## config.mk

```make
export PLATFORM = sky130hd
export DESIGN_NAME = rotary_encoder_accel_position
export DESIGN_NICKNAME = d
export VERILOG_FILES = /design/src/rtl/core/rea_pkg.sv /design/src/rtl/core/rea_cfg.sv /design/src/rtl/core/rea_upd.sv /design/src/rtl/core/rotary_encoder_accel_position.sv
export SDC_FILE = /design/constraint.sdc
export NUM_CORES = 1
export LEC_CHECK = 0
export BUFFER_PORTS_ARGS = -buffer_cell sky130_fd_sc_hd__buf_2
export CORE_ASPECT_RATIO = 0.9
export CORE_MARGIN = 3
export CORE_UTILIZATION = 50
export CTS_CLUSTER_DIAMETER = 200
export DETAILED_ROUTE_END_ITERATION = 10
export PLACE_DENSITY = 0.7
export REMOVE_ABC_BUFFERS = 1
export SLEW_MARGIN = 20
export SYNTH_ARGS = -nofsm -noshare
export SYNTH_HDL_FRONTEND = slang
export SYNTH_SLANG_ARGS = --single-unit
```

## constraint.sdc

```tcl
create_clock -name aclk -period 34.1 [get_ports aclk]
set_input_delay 6.82 -clock aclk [delete_from_list [all_inputs] [get_ports aclk]]
set_output_delay 6.82 -clock aclk [all_outputs]
set_load 0.02 [all_outputs]
```

## src/rtl/core/rea_pkg.sv

```systemverilog
// rea_pkg: shared widths, register map and types for the rotary encoder position block
// no dependencies; imported by every module of the block
package rea_pkg;

    localparam int POS_W   = 16;
    localparam int TIME_W  = 32;
    localparam int STEP_W  = 8;
    localparam int MS_W    = 16;
    localparam int SUM_W   = POS_W + 2;
    localparam int ADDR_W  = 5;
    localparam int DATA_W  = 32;
    localparam int IDX_W   = 3;
    localparam int S_DATA_W = ((2 + TIME_W + 7) / 8) * 8;
    localparam int M_DATA_W = ((POS_W + 7) / 8) * 8;
    localparam int M_USER_W = 2;

    localparam logic [IDX_W-1:0] REG_MIN_POS   = 3'd0;
    localparam logic [IDX_W-1:0] REG_MAX_POS   = 3'd1;
    localparam logic [IDX_W-1:0] REG_STEP      = 3'd2;
    localparam logic [IDX_W-1:0] REG_FAST_STEP = 3'd3;
    localparam logic [IDX_W-1:0] REG_WRAP      = 3'd4;
    localparam logic [IDX_W-1:0] REG_INIT_POS  = 3'd5;
    localparam logic [IDX_W-1:0] REG_FAST_WIN  = 3'd6;
    localparam logic [IDX_W-1:0] REG_MAX_LOW   = 3'd7;

    localparam logic signed [POS_W-1:0] MIN_POS_RST   = -16'sd32767;
    localparam logic signed [POS_W-1:0] MAX_POS_RST   = 16'sd32766;
    localparam logic [STEP_W-1:0]       STEP_RST      = 8'd1;
    localparam logic [STEP_W-1:0]       FAST_STEP_RST = 8'd2;
    localparam logic signed [POS_W-1:0] INIT_POS_RST  = '0;
    localparam logic [MS_W-1:0]         FAST_WIN_RST  = 16'd300;
    localparam logic [MS_W-1:0]         MAX_LOW_RST   = 16'd1000;

    typedef struct packed {
        logic signed [POS_W-1:0] min_pos;
        logic signed [POS_W-1:0] max_pos;
        logic [STEP_W-1:0]       step;
        logic [STEP_W-1:0]       fast_step;
        logic                    wrap;
        logic [MS_W-1:0]         fast_win;
        logic [MS_W-1:0]         max_low;
    } cfg_t;

    typedef struct packed {
        logic                    load;
        logic signed [POS_W-1:0] value;
    } pos_load_t;

    typedef struct packed {
        logic signed [POS_W-1:0] position;
        logic                    moved;
        logic                    moved_down;
    } result_t;

endpackage

```

## src/rtl/core/rea_cfg.sv

```systemverilog
// rea_cfg: apb register file for limits, steps, wrap and timing windows
// depends on rea_pkg; produces the position load strobe on init_position writes
module rea_cfg import rea_pkg::*; (
    input  logic              aclk,
    input  logic              aresetn,
    input  logic              psel,
    input  logic              penable,
    input  logic              pwrite,
    input  logic [ADDR_W-1:0] paddr,
    input  logic [DATA_W-1:0] pwdata,
    output logic [DATA_W-1:0] prdata,
    output logic              pready,
    output cfg_t              cfg,
    output pos_load_t         pos_load
);

    cfg_t                    cfg_reg;
    logic signed [POS_W-1:0] init_reg;
    logic                    wr_en;
    logic [IDX_W-1:0]        idx;
    logic signed [POS_W-1:0] wr_pos;

    assign pready = 1'b1;
    assign idx    = paddr[ADDR_W-1:2];
    assign wr_en  = psel && penable && pwrite && pready;
    assign wr_pos = pwdata[POS_W-1:0];
    assign cfg    = cfg_reg;

    always_ff @(posedge aclk) begin
        if (!aresetn) begin
            cfg_reg.min_pos   <= MIN_POS_RST;
            cfg_reg.max_pos   <= MAX_POS_RST;
            cfg_reg.step      <= STEP_RST;
            cfg_reg.fast_step <= FAST_STEP_RST;
            cfg_reg.wrap      <= 1'b0;
            cfg_reg.fast_win  <= FAST_WIN_RST;
            cfg_reg.max_low   <= MAX_LOW_RST;
            init_reg          <= INIT_POS_RST;
        end else if (wr_en) begin
            case (idx)
                REG_MIN_POS:   cfg_reg.min_pos   <= wr_pos;
                REG_MAX_POS:   cfg_reg.max_pos   <= wr_pos;
                REG_STEP:      cfg_reg.step      <= pwdata[STEP_W-1:0];
                REG_FAST_STEP: cfg_reg.fast_step <= pwdata[STEP_W-1:0];
                REG_WRAP:      cfg_reg.wrap      <= pwdata[0];
                REG_INIT_POS:  init_reg          <= wr_pos;
                REG_FAST_WIN:  cfg_reg.fast_win  <= pwdata[MS_W-1:0];
                REG_MAX_LOW:   cfg_reg.max_low   <= pwdata[MS_W-1:0];
                default: ;
            endcase
        end
    end

    // out-of-range init falls back to the lower limit
    always_comb begin
        pos_load.load  = wr_en && (idx == REG_INIT_POS);
        pos_load.value = (wr_pos >= cfg_reg.min_pos && wr_pos <= cfg_reg.max_pos) ?
                         wr_pos : cfg_reg.min_pos;
    end

    always_comb begin
        case (idx)
            REG_MIN_POS:   prdata = DATA_W'($unsigned(cfg_reg.min_pos));
            REG_MAX_POS:   prdata = DATA_W'($unsigned(cfg_reg.max_pos));
            REG_STEP:      prdata = DATA_W'(cfg_reg.step);
            REG_FAST_STEP: prdata = DATA_W'(cfg_reg.fast_step);
            REG_WRAP:      prdata = DATA_W'(cfg_reg.wrap);
            REG_INIT_POS:  prdata = DATA_W'($unsigned(init_reg));
            REG_FAST_WIN:  prdata = DATA_W'(cfg_reg.fast_win);
            REG_MAX_LOW:   prdata = DATA_W'(cfg_reg.max_low);
            default:       prdata = '0;
        endcase
    end

endmodule

```

## src/rtl/core/rea_upd.sv

```systemverilog
// rea_upd: encoder state (arm, captured b, timestamps, position) and its per-event update
// depends on rea_pkg; result is combinational from the current word and state
module rea_upd import rea_pkg::*; (
    input  logic              aclk,
    input  logic              aresetn,
    input  logic              fire,
    input  logic              a_level,
    input  logic              b_level,
    input  logic [TIME_W-1:0] now_ms,
    input  cfg_t              cfg,
    input  pos_load_t         pos_load,
    output result_t           result
);

    logic signed [POS_W-1:0] pos_reg, pos_next;
    logic                    armed_reg, armed_next;
    logic                    bcap_reg, bcap_next;
    logic [TIME_W-1:0]       low_start_reg, low_start_next;
    logic [TIME_W-1:0]       last_move_reg, last_move_next;

    logic [TIME_W-1:0]       low_dur;
    logic [TIME_W-1:0]       since_move;
    logic                    rearm;
    logic                    do_move;
    logic [STEP_W-1:0]       step_max;
    logic [STEP_W-1:0]       step_sel;
    logic signed [SUM_W-1:0] sum;
    logic signed [SUM_W-1:0] min_w, max_w;
    logic signed [POS_W-1:0] new_pos;

    assign low_dur    = now_ms - low_start_reg;
    assign since_move = now_ms - last_move_reg;
    assign rearm      = !armed_reg || (low_dur > TIME_W'(cfg.max_low));
    assign do_move    = a_level && armed_reg && (low_dur < TIME_W'(cfg.max_low));
    assign step_max   = (cfg.fast_step > cfg.step) ? cfg.fast_step : cfg.step;
    assign step_sel   = (since_move < TIME_W'(cfg.fast_win)) ? step_max : cfg.step;
    assign min_w      = SUM_W'(cfg.min_pos);
    assign max_w      = SUM_W'(cfg.max_pos);

    // upper limit first, then lower, as with crossed limits
    always_comb begin
        if (bcap_reg) begin
            sum = SUM_W'(pos_reg) - $signed({{(SUM_W-STEP_W){1'b0}}, step_sel});
        end else begin
            sum = SUM_W'(pos_reg) + $signed({{(SUM_W-STEP_W){1'b0}}, step_sel});
        end
        if (sum > max_w) begin
            sum = cfg.wrap ? min_w : max_w;
        end
        if (sum < min_w) begin
            sum = cfg.wrap ? max_w : min_w;
        end
        new_pos = sum[POS_W-1:0];
    end

    always_comb begin
        pos_next       = pos_reg;
        armed_next     = armed_reg;
        bcap_next      = bcap_reg;
        low_start_next = low_start_reg;
        last_move_next = last_move_reg;
        if (!a_level) begin
            if (rearm) begin
                armed_next     = 1'b1;
                low_start_next = now_ms;
                bcap_next      = b_level;
            end
        end else if (armed_reg) begin
            armed_next = 1'b0;
            if (do_move) begin
                last_move_next = now_ms;
                pos_next       = new_pos;
            end
        end
    end

    always_comb begin
        result.position   = pos_next;
        result.moved      = (pos_next != pos_reg);
        result.moved_down = (pos_next != pos_reg) && bcap_reg;
    end

    always_ff @(posedge aclk) begin
        if (!aresetn) begin
            pos_reg       <= INIT_POS_RST;
            armed_reg     <= 1'b0;
            bcap_reg      <= 1'b0;
            low_start_reg <= '0;
            last_move_reg <= '0;
        end else if (pos_load.load) begin
            pos_reg <= pos_load.value;
        end else if (fire) begin
            pos_reg       <= pos_next;
            armed_reg     <= armed_next;
            bcap_reg      <= bcap_next;
            low_start_reg <= low_start_next;
            last_move_reg <= last_move_next;
        end
    end

endmodule

```

## src/rtl/core/rotary_encoder_accel_position.sv

```systemverilog
// rotary_encoder_accel_position: input register, state update and result register
// depends on rea_pkg, rea_cfg and rea_upd
//
// usage
//   s_ side takes one encoder channel a change event per word: a level, b level and
//   a millisecond timestamp. m_ side returns one word per event: the position after
//   the event, with moved and moved_down flags in m_tuser.
//   the apb port sets limits, step sizes, wrap mode and the two time windows; a write
//   to init_position loads the position (or the lower limit when out of range).
// pipeline and throughput
//   a result word is valid on the m_ side once its event has passed the input register
//   and the result register, which loads only while empty or being taken. one word
//   per cycle is sustained while m_tready stays high: the state update (arm, clamp,
//   wrap) is combinational between the input register and the result register.
// reset
//   aresetn low clears both valid flags, the arm state and timestamps, sets the
//   position to zero and the registers to their defaults.
// stalls
//   while m_tready is low the result register holds; the input register still takes
//   one more word, after which s_tready drops until the result is taken.
module rotary_encoder_accel_position import rea_pkg::*; (
    input  logic                aclk,
    input  logic                aresetn,
    input  logic                s_tvalid,
    output logic                s_tready,
    input  logic [S_DATA_W-1:0] s_tdata,   // a_level, b_level, now_ms, zero pad
    output logic                m_tvalid,
    input  logic                m_tready,
    output logic [M_DATA_W-1:0] m_tdata,   // position
    output logic [M_USER_W-1:0] m_tuser,   // moved, moved_down
    input  logic                psel,
    input  logic                penable,
    input  logic                pwrite,
    input  logic [ADDR_W-1:0]   paddr,
    input  logic [DATA_W-1:0]   pwdata,
    output logic [DATA_W-1:0]   prdata,
    output logic                pready
);

    cfg_t              cfg;
    pos_load_t         pos_load;
    result_t           result;

    logic              in_valid_reg;
    logic              in_a_reg;
    logic              in_b_reg;
    logic [TIME_W-1:0] in_now_reg;
    logic              out_valid_reg;
    result_t           out_reg;
    logic              advance;
    logic              fire;

    assign advance  = !out_valid_reg || m_tready;
    assign fire     = in_valid_reg && advance;
    assign s_tready = !in_valid_reg || advance;

    rea_cfg u_cfg (
        .aclk     (aclk),
        .aresetn  (aresetn),
        .psel     (psel),
        .penable  (penable),
        .pwrite   (pwrite),
        .paddr    (paddr),
        .pwdata   (pwdata),
        .prdata   (prdata),
        .pready   (pready),
        .cfg      (cfg),
        .pos_load (pos_load)
    );

    rea_upd u_upd (
        .aclk     (aclk),
        .aresetn  (aresetn),
        .fire     (fire),
        .a_level  (in_a_reg),
        .b_level  (in_b_reg),
        .now_ms   (in_now_reg),
        .cfg      (cfg),
        .pos_load (pos_load),
        .result   (result)
    );

    always_ff @(posedge aclk) begin
        if (!aresetn) begin
            in_valid_reg <= 1'b0;
        end else if (s_tready) begin
            in_valid_reg <= s_tvalid;
        end
    end

    always_ff @(posedge aclk) begin
        if (s_tready && s_tvalid) begin
            in_a_reg   <= s_tdata[0];
            in_b_reg   <= s_tdata[1];
            in_now_reg <= s_tdata[TIME_W+1:2];
        end
    end

    always_ff @(posedge aclk) begin
        if (!aresetn) begin
            out_valid_reg <= 1'b0;
        end else if (advance) begin
            out_valid_reg <= in_valid_reg;
        end
    end

    always_ff @(posedge aclk) begin
        if (fire) begin
            out_reg <= result;
        end
    end

    assign m_tvalid = out_valid_reg;
    assign m_tdata  = M_DATA_W'($unsigned(out_reg.position));
    assign m_tuser  = {out_reg.moved_down, out_reg.moved};

endmodule

```

==> flow_summary.json, run 1 <==
{
  "period_minus_slack_ns": 15.82,
  "finalHoldViolCount": 0,
  "routedWlPerCell_um": 21.20,
  "place_congestion": 1.013,
  "firstDrtPassIters": 6,
  "min_path_cells": 2,
  "dp_hpwl_um": 48030,
  "report.final.setup_viol": 0,
  "antenna_found_initial": 2,
  "p_total_uw": 795.4,
  "synth_edf_count": 52,
  "synth_top_area_share": 0.1883,
  "vias": 18070,
  "hold_class": "reg2reg",
  "grt_pass1_vias": 16450,
  "fin_area_um2": 20860,
  "min_period_over_period": 0.4639,
  "largest_reg_flops": 81,
  "p_leak_nw": 8.583,
  "end_kind": "primary output",
  "grt_pass1_wl_um": 94680,
  "syn_inst": 2396,
  "viasPerCell": 6.184,
  "rsz0062_at_grt": "no",
  "die_width_um": 212.8,
  "power_density_nw_per_um2": 38.14,
  "die_y_um": 192.1,
  "grt_max_degree": 97,
  "io_pins": 137,
  "critical_path_required_ns": 27.28,
  "path_class": "in2out",
  "drt-initial-drc-count": 1820,
  "slew_violations": 0,
  "cp_data_arrival_time_ns": 9.00,
  "gr-total-overflow": 0,
  "post_dp_cell_area_um2": 19880,
  "ctsHtreeMaxLevel": 1,
  "cts_buffers": 29,
  "outcome": "finished, final reports clean",
  "critPathLaunchType": "primary input",
  "final.setup.worst_slack_ns": 18.28,
  "ys_seq_area_frac": 0.2695,
  "drive_above_1_share": 0.1005,
  "synth_top_cell_by_area": "dfxtp_1",
  "path_max_fanout": 42,
  "post_cts_buffers": 0,
  "track_usage": 0.2953,
  "synth.distinct_cells": 107,
  "io_buffers": 95,
  "avgSynthCellArea_um2": 8.031,
  "relSlewSlack": 0.2050,
  "drt-total-wl_um": 61940,
  "syn_area_um2": 19240,
  "ys.flop_type": "dfxtp_1",
  "coreArea_um2": 37640,
  "rr_worst_depth": 51,
  "fp-row-count": 67,
  "cts_tree": "done",
  "finClkSkew_ns": 0.03083,
  "syn2layout_area_growth_pct": 8.382,
  "synth.most_common_cell": "nand2_1",
  "postRouteAntennaNets": 0,
  "yosys_warnings": 0,
  "die-area_um2": 40880,
  "max-clock-path-buffers": 3,
  "clk_latency_ns": 0.60,
  "netlist_top_cells_count": "nand2_1 (349), ha_1 (185), dfxtp_1 (181)",
  "clk_pin_slew_ns": 0.06,
  "initial_utilization": 0.5112,
  "drc_errors": 0,
  "dpl_worst_slack_ns": 18.39,
  "max-cap-violations": 0,
  "cts_sinks": 233,
  "fmax_mhz": 63.22,
  "finalSetupTns_ns": 0,
  "async_reset_ff_frac": 0,
  "finalNetCount": 2689,
  "ys_seq_elements": 233,
  "synth_area_leaders": "dfxtp_1 (19%), ha_1 (12%), edfxtp_1 (8.1%)",
  "ir_worst_vdd_uv": 46.22,
  "post_cts_resized": 0,
  "tightestPinTransition_ns": 1.188,
  "root_buffer": "clkbuf_16",
  "cts_hold_buf": 0
}
[cells in the final DEF (no fill, tap or decap), drive strengths merged, types with 44 or more instances in the layout]
cell,count
nand2,349
ha,185
a21oi,182
dfxtp,181
inv,174
nor2,173
mux2i,141
o21ai,117
buf,111
a21o,62
edfxtp,52
xnor2,45
nor3,44
[logic make-up after synthesis]
group | Yosys count | share of synthesized area
flops | 233 | 0.2695
fa+ha+maj | 188 | 0.1234
compound gates | 634 | 0.2239
mux | 175 | 0.09441
other cells | 2 | 0.0003903
simple gates | 788 | 0.1905
buf+inv | 309 | 0.06710
xor+xnor | 67 | 0.03089
[metal layers]
layer	wire length (µm)	global-route usage
met1	29630	0.4591
met3	6184	0.05912
met5	0	0
met4	1133	0.05372
met2	24990	0.4206
[final timing paths]
check / endpoint / slack, ns / from
max: prdata[4] / 18.28 / paddr[4]
min: u_cfg.init_reg[2] / 0.45 / u_cfg.init_reg[2]
max reg2reg: m_tuser[1] / 18.62 / in_now_reg[1]
min reg2reg: u_cfg.init_reg[2] / 0.45 / u_cfg.init_reg[2]
[worst max-delay path: stages]
cell	delay, ns
buf_2	0.64
nand2_1	0.43
nor2_1	0.40
o22ai_1	0.13
o21ai_0	0.26
buf_2	0.28
[cell type report]
cell class / count / area (µm²)
inverter: 173 / 650.6
clock buffer: 42 / 825.8
clock inverter: 10 / 148.9
timing repair buffer: 111 / 598.1
antenna: 1 / 2.502
tap: 483 / 604.3
sequential: 233 / 5186
fill: 3593 / 16780
multi-input combinational: 1869 / 12840
[report_power, final]
part | leakage (nW) | switching, mW | internal [mW]
logic | 6.14 | 0.116 | 0.0648
clock network | 0.471 | 0.130 | 0.191
registers | 1.98 | 0.00582 | 0.288
total | 8.58 | 0.251 | 0.544
[through the flow]
step                  util  instances  hold WS [ns]
floorplan                -       2275        0.4320
global placement    0.5280       2869        0.4404
detailed placement  0.5280       2869        0.4440
CTS                 0.5539       2921        0.4523
global route        0.5541       2922        0.4684
finish              0.5541       2922        0.4518
Power figures use the tool's default switching activity.
==> run 2, diff against run 1 <==
--- a/config.mk
+++ b/config.mk
@@ -11,7 +11,7 @@
 export CORE_UTILIZATION = 50
 export CTS_CLUSTER_DIAMETER = 200
 export DETAILED_ROUTE_END_ITERATION = 10
-export PLACE_DENSITY = 0.7
+export PLACE_DENSITY = 0.73
 export REMOVE_ABC_BUFFERS = 1
 export SLEW_MARGIN = 20
 export SYNTH_ARGS = -nofsm -noshare
==> constraint.sdc (replaced) <==
create_clock -name aclk -period 13.3 [get_ports aclk]
set_input_delay 2.66 -clock aclk [delete_from_list [all_inputs] [get_ports aclk]]
set_output_delay 2.66 -clock aclk [all_outputs]
set_load 0.02 [all_outputs]
==> run 2 against run 1 <==
Effect of this change:
- clock skew decreased by 0.017 ns
- sequential share of layout area decreased by 0.91 points
- clock power increased by 130%
- combinational power increased to 2.8 times the previous value
- core utilization increased by 2.1 points
- routed wire length increased by 2.3%
- global-route usage increased by 0.41 points
- critical path depth increased by 53
- count of clock-buffer cells in the layout decreased by 7
- critical path type is now reg2reg
==> flow_summary.json, run 2 (same netlist as run 1, synthesis figures left out) <==
{
  "outcome": "finished, final reports clean",
  "path_max_fanout": 10,
  "clk_latency_ns": 0.58,
  "report.final.setup_viol": 0,
  "dpl_worst_slack_ns": -0.1193,
  "drt-total-wl_um": 63340,
  "finalSetupTns_ns": 0,
  "final.setup.worst_slack_ns": 0.5115,
  "fmax_mhz": 78.20,
  "p_int_mw": 1.363,
  "root_buffer": "clkbuf_16",
  "clk_pin_slew_ns": 0.06,
  "grt_pass1_vias": 16900,
  "switching_share": 0.3226,
  "r2r_slack_ns": 0.51,
  "initial_utilization": 0.5112,
  "end_kind": "register",
  "cts_sinks": 233,
  "die-area_um2": 40880,
  "holdCritStartpoint": "u_cfg.cfg[29]",
  "max-clock-path-buffers": 3,
  "p_clk_frac": 0.370,
  "gr-total-overflow": 0,
  "viasPerCell": 6.254,
  "crit_family": "simple AND/OR/NAND/NOR gates",
  "reg2reg_to": "m_tuser[1]",
  "slew_violations": 0,
  "fp-row-count": 67,
  "critical_path_required_ns": 13.63,
  "min_path_cells": 2,
  "largest_reg_flops": 81,
  "rr_worst_depth": 59,
  "p_leak_nw": 8.902,
  "p_total_mw": 2.013,
  "comb_power_share": 0.256,
  "io_pins": 137,
  "relSlewSlack": 0.2212,
  "fin_area_um2": 21650,
  "ir_worst_vdd_uv": 118.3,
  "slowest_stage": "or4_4",
  "worstHoldEndpoint": "u_cfg.cfg[29]",
  "max_stage_delay_ns": 0.59,
  "critPathLaunchType": "register",
  "min_period_over_period": 0.9615,
  "firstDrtPassIters": 6,
  "pwr-share-seq": 0.374,
  "syn2layout_area_growth_pct": 12.50,
  "track_usage": 0.2994,
  "numPlacedInstances": 2917,
  "postRouteAntennaNets": 0,
  "io_buffers": 95,
  "stdcell_count": 2995,
  "mostFrequentLayoutCell": "nand2_1",
  "period_minus_slack_ns": 12.79,
  "tightestPinTransition_ns": 1.139,
  "cp_data_arrival_time_ns": 13.12,
  "grt_pass1_wl_um": 96100,
  "coreArea_um2": 37640,
  "drt-initial-drc-count": 1845,
  "post_dp_cell_area_um2": 20240,
  "place_congestion": 1.015,
  "grt_max_degree": 68,
  "finalNetCount": 2762,
  "power_density_nw_per_um2": 92.98,
  "drc_errors": 0,
  "r2r-start": "in_now_reg[1]",
  "vias": 18730,
  "final_cell_mix": "nand2_1 (344), dfxtp_1 (180), ha_1 (179), inv_1 (171), a21oi_1 (171)",
  "routedWlPerCell_um": 21.15,
  "antenna_found_initial": 2,
  "max-cap-violations": 0,
  "finClkSkew_ns": 0.01340,
  "dp_hpwl_um": 48370,
  "path_class": "reg2reg",
  "ctsHtreeMaxLevel": 1,
  "drive_above_1_share": 0.1466,
  "power_switching_uw": 649.3,
  "finalHoldViolCount": 0,
  "crit_top_cell": "buf_4",
  "hold_class": "reg2reg",
  "cts_buffers": 27,
  "die_y_um": 192.1,
  "die_width_um": 212.8,
  "path_buf_inv": 6,
  "cts_tree": "done"
}
-- run 2: per-layer routing --
layer,routed length [µm],track usage,part of all wire
met5,0,0,0
met4,1872,0.09261,0.030
met3,7153,0.07758,0.11
met2,25640,0.4222,0.40
met1,28680,0.4429,0.45
-- run 2: final cells by class --
class                      instances  area (µm²)
antenna                            1       2.502
clock buffer                      35       757.0
clock inverter                    15       120.1
fill                            3441       15990
inverter                         173       650.6
multi-input combinational       1870       13160
sequential                       233        5186
tap                              483       604.3
timing repair buffer             185        1166
-- run 2: worst max-delay path by stage --
stage	from	to	slack, ns	cells after the start
floorplan	in_now_reg[1]	m_tuser[1]	0.83	57
global placement	in_now_reg[1]	m_tuser[1]	0.14	54
detailed placement	in_now_reg[1]	m_tuser[1]	-0.12	52
CTS	in_now_reg[2]	m_tuser[1]	0.11	60
global route	in_now_reg[1]	m_tuser[1]	-0.06	60
finish	in_now_reg[1]	m_tuser[1]	0.51	59
-- run 2: power groups by stage --
stage | logic [mW] | registers, mW | clock network (mW)
floorplan | 0.305 | 0.766 | 0
global placement | 0.466 | 0.769 | 0
detailed placement | 0.475 | 0.769 | 0
CTS | 0.479 | 0.753 | 0.756
global route | 0.560 | 0.755 | 0.782
finish | 0.515 | 0.753 | 0.745
-- run 2: worst reg2reg max path: cells and delay by family (launching register included) --
family	cells	cell delay [ns]
compound gates	19	4.35
xor+xnor	3	0.52
fa+ha+maj	6	1.39
buf+inv	6	0.92
flops	1	0.42
simple gates	25	4.92
-- run 2: timing repair --
action,in CTS,in global routing
setup buffers,2,24
resized for setup,5,68
hold buffers,0,0
pin swaps,0,27
endpoints found under the setup margin,2,34
cloned,0,1
-- run 2: through the flow --
step | util | hold WS [ns]
6_report | 0.5751 | 0.4553
5_1_grt | 0.5751 | 0.4688
4_1_cts | 0.5614 | 0.4543
3_5_place_dp | 0.5377 | 0.4463
3_3_place_gp | 0.5376 | 0.4414
2_1_floorplan | - | 0.4320
==> run 3, diff against run 2 <==
--- a/config.mk
+++ b/config.mk
@@ -6,12 +6,12 @@
 export NUM_CORES = 1
 export LEC_CHECK = 0
 export BUFFER_PORTS_ARGS = -buffer_cell sky130_fd_sc_hd__buf_2
-export CORE_ASPECT_RATIO = 0.9
+export CORE_ASPECT_RATIO = 1.1
 export CORE_MARGIN = 3
-export CORE_UTILIZATION = 50
+export CORE_UTILIZATION = 46
 export CTS_CLUSTER_DIAMETER = 200
 export DETAILED_ROUTE_END_ITERATION = 10
-export PLACE_DENSITY = 0.73
+export PLACE_DENSITY = 0.68
 export REMOVE_ABC_BUFFERS = 1
 export SLEW_MARGIN = 20
 export SYNTH_ARGS = -nofsm -noshare
==> run 3 against run 2 <==
Effect of this change:
- routed wire length about the same
- core utilization down 3.8 points
- register-to-register slack improved by 0.07 ns
- count of clock-buffer cells in the layout down 3
- global-route usage is 2.2 points lower
- sequential cell count stayed put
- non-clock buffer count increased by 34
- total power up 0.75%
- combinational power about the same
- sequential share of layout area fell by 0.26 points
==> flow_summary.json, run 3 (same netlist as run 1, synthesis figures left out) <==
{
  "dp_hpwl_um": 50170,
  "max_stage_delay_ns": 0.49,
  "die-area_um2": 44320,
  "ir_worst_vdd_uv": 105.9,
  "io_buffers": 95,
  "path_max_fanout": 9,
  "max-clock-path-buffers": 3,
  "grt_pass1_wl_um": 98200,
  "critical_path_required_ns": 13.61,
  "power_switching_uw": 646.1,
  "final.setup.worst_slack_ns": 0.5784,
  "report.final.setup_viol": 0,
  "antenna_found_initial": 1,
  "root_buffer": "clkbuf_16",
  "cts_sinks": 233,
  "slowest_stage": "or4_1",
  "place_congestion": 0.9845,
  "drt-total-wl_um": 63350,
  "max-cap-violations": 0,
  "filler_cell_count": 3885,
  "slew_violations": 0,
  "postRouteAntennaNets": 0,
  "die_y_um": 220.5,
  "syn2layout_area_growth_pct": 13.74,
  "p_clk_frac": 0.376,
  "cts_tree": "done",
  "ctsHtreeMaxLevel": 1,
  "min_period_over_period": 0.9565,
  "finalHoldViolCount": 0,
  "cts_buffers": 29,
  "firstDrtPassIters": 5,
  "power_density_nw_per_um2": 92.66,
  "coreArea_um2": 40750,
  "drt-initial-drc-count": 1149,
  "dpl_worst_slack_ns": -0.09906,
  "critPathLaunchType": "register",
  "path_class": "reg2reg",
  "routedWlPerCell_um": 20.43,
  "hold_class": "reg2reg",
  "relSlewSlack": 0.1788,
  "period_minus_slack_ns": 12.72,
  "drive_above_1_share": 0.1523,
  "die_width_um": 201.0,
  "tightestPinTransition_ns": 1.220,
  "largest_reg_flops": 81,
  "track_usage": 0.2771,
  "switching_share": 0.3186,
  "gr-total-overflow": 0,
  "mostFrequentLayoutCell": "nand2_1",
  "fmax_mhz": 78.61,
  "antenna_cells": 0,
  "grt_pass1_vias": 17820,
  "vias": 18250,
  "cp_data_arrival_time_ns": 13.03,
  "final_core_util": 0.5370,
  "initial_utilization": 0.4722,
  "finalNetCount": 2797,
  "viasPerCell": 5.886,
  "clk_latency_ns": 0.57,
  "final_cell_mix": "nand2_1 (347), ha_1 (183), dfxtp_1 (180), a21oi_1 (175), inv_1 (172)",
  "p_leak_nw": 9.100,
  "io_pins": 137,
  "finClkSkew_ns": 0.01543,
  "grt_max_degree": 82,
  "fp-row-count": 77,
  "clk_pin_slew_ns": 0.06,
  "p_int_mw": 1.382,
  "drc_errors": 0,
  "outcome": "finished, final reports clean",
  "comb_power_share": 0.253,
  "pwr-share-seq": 0.372,
  "cts_hold_buf": 0,
  "end_kind": "register",
  "crit_top_cell": "buf_4"
}
## run 3: changes by cell type in the layout (fill, tap and decap cells not counted), moves of 4 or more
cell / previous run / this run
ha_4: 5 / 0
a21oi_2: 9 / 5
clkinv_1: 3 / 8
ha_1: 179 / 183
a21oi_1: 171 / 175
buf_4: 86 / 124
## run 3: worst paths after layout
check	startpoint	to	slack, ns	cells after the start
max	in_now_reg[1]	m_tuser[1]	0.58	58
min	u_upd.low_start_reg[17]	u_upd.low_start_reg[17]	0.45	2
max reg2reg	in_now_reg[1]	m_tuser[1]	0.58	58
min reg2reg	u_upd.low_start_reg[17]	u_upd.low_start_reg[17]	0.45	2
## run 3: area by class of cell
cell class,instances,area [µm²],area share
Sequential cell,233,5186,0.2370
Inverter,173,650.6,0.02973
Clock inverter,22,175.2,0.008004
Tap cell,553,691.9,0.03161
Multi-Input combinational cell,1869,13030,0.5955
Timing Repair Buffer,219,1413,0.06454
Clock buffer,32,737.0,0.03367
## run 3: power by group through the flow
stage | combinational, mW | clock [mW] | sequential, mW
detailed placement | 0.494 | 0 | 0.769
finish | 0.512 | 0.762 | 0.754
global placement | 0.487 | 0 | 0.768
CTS | 0.497 | 0.778 | 0.753
global route | 0.558 | 0.806 | 0.755
floorplan | 0.305 | 0 | 0.766
## run 3: per-layer routing
| metal | global-route usage | share of wire | vias to the layer above |
|---|---|---|---|
| met5 | 0 | 0 | - |
| met4 | 0.1387 | 0.055 | 0 |
| met3 | 0.02869 | 0.051 | 145 |
| met2 | 0.5100 | 0.49 | 627 |
| met1 | 0.3216 | 0.40 | 8622 |
| li1 | - | - | 8858 |
## run 3: worst max-delay path, delay by kind of cell (launching register included)
family | cells | cell delay, ns
xor+xnor | 1 | 0.14
compound gates | 22 | 4.29
buf+inv | 7 | 1.14
simple gates | 19 | 4.12
mux | 3 | 0.70
fa+ha+maj | 6 | 1.66
flops | 1 | 0.41
## run 3: metrics by stage
step	instance area [µm²]	setup TNS, ns	power, mW	hold slack [ns]	instances
2_1_floorplan	18660	0	1.071	0.4320	2275
3_3_place_gp	20740	-0.003832	1.255	0.4420	3043
3_5_place_dp	20750	-0.1624	1.262	0.4469	3043
4_1_cts	21660	0	2.028	0.4550	3097
5_1_grt	21890	-0.03831	2.120	0.4771	3101
6_report	21890	0	2.028	0.4515	3101
## run 3: timing repair
item / CTS / global route
pin swaps: 0 / 7
gates resized for setup: 3 / 49
endpoints found under the hold margin: 0 / 0
endpoints found under the setup margin: 3 / 33
setup buffers: 0 / 4
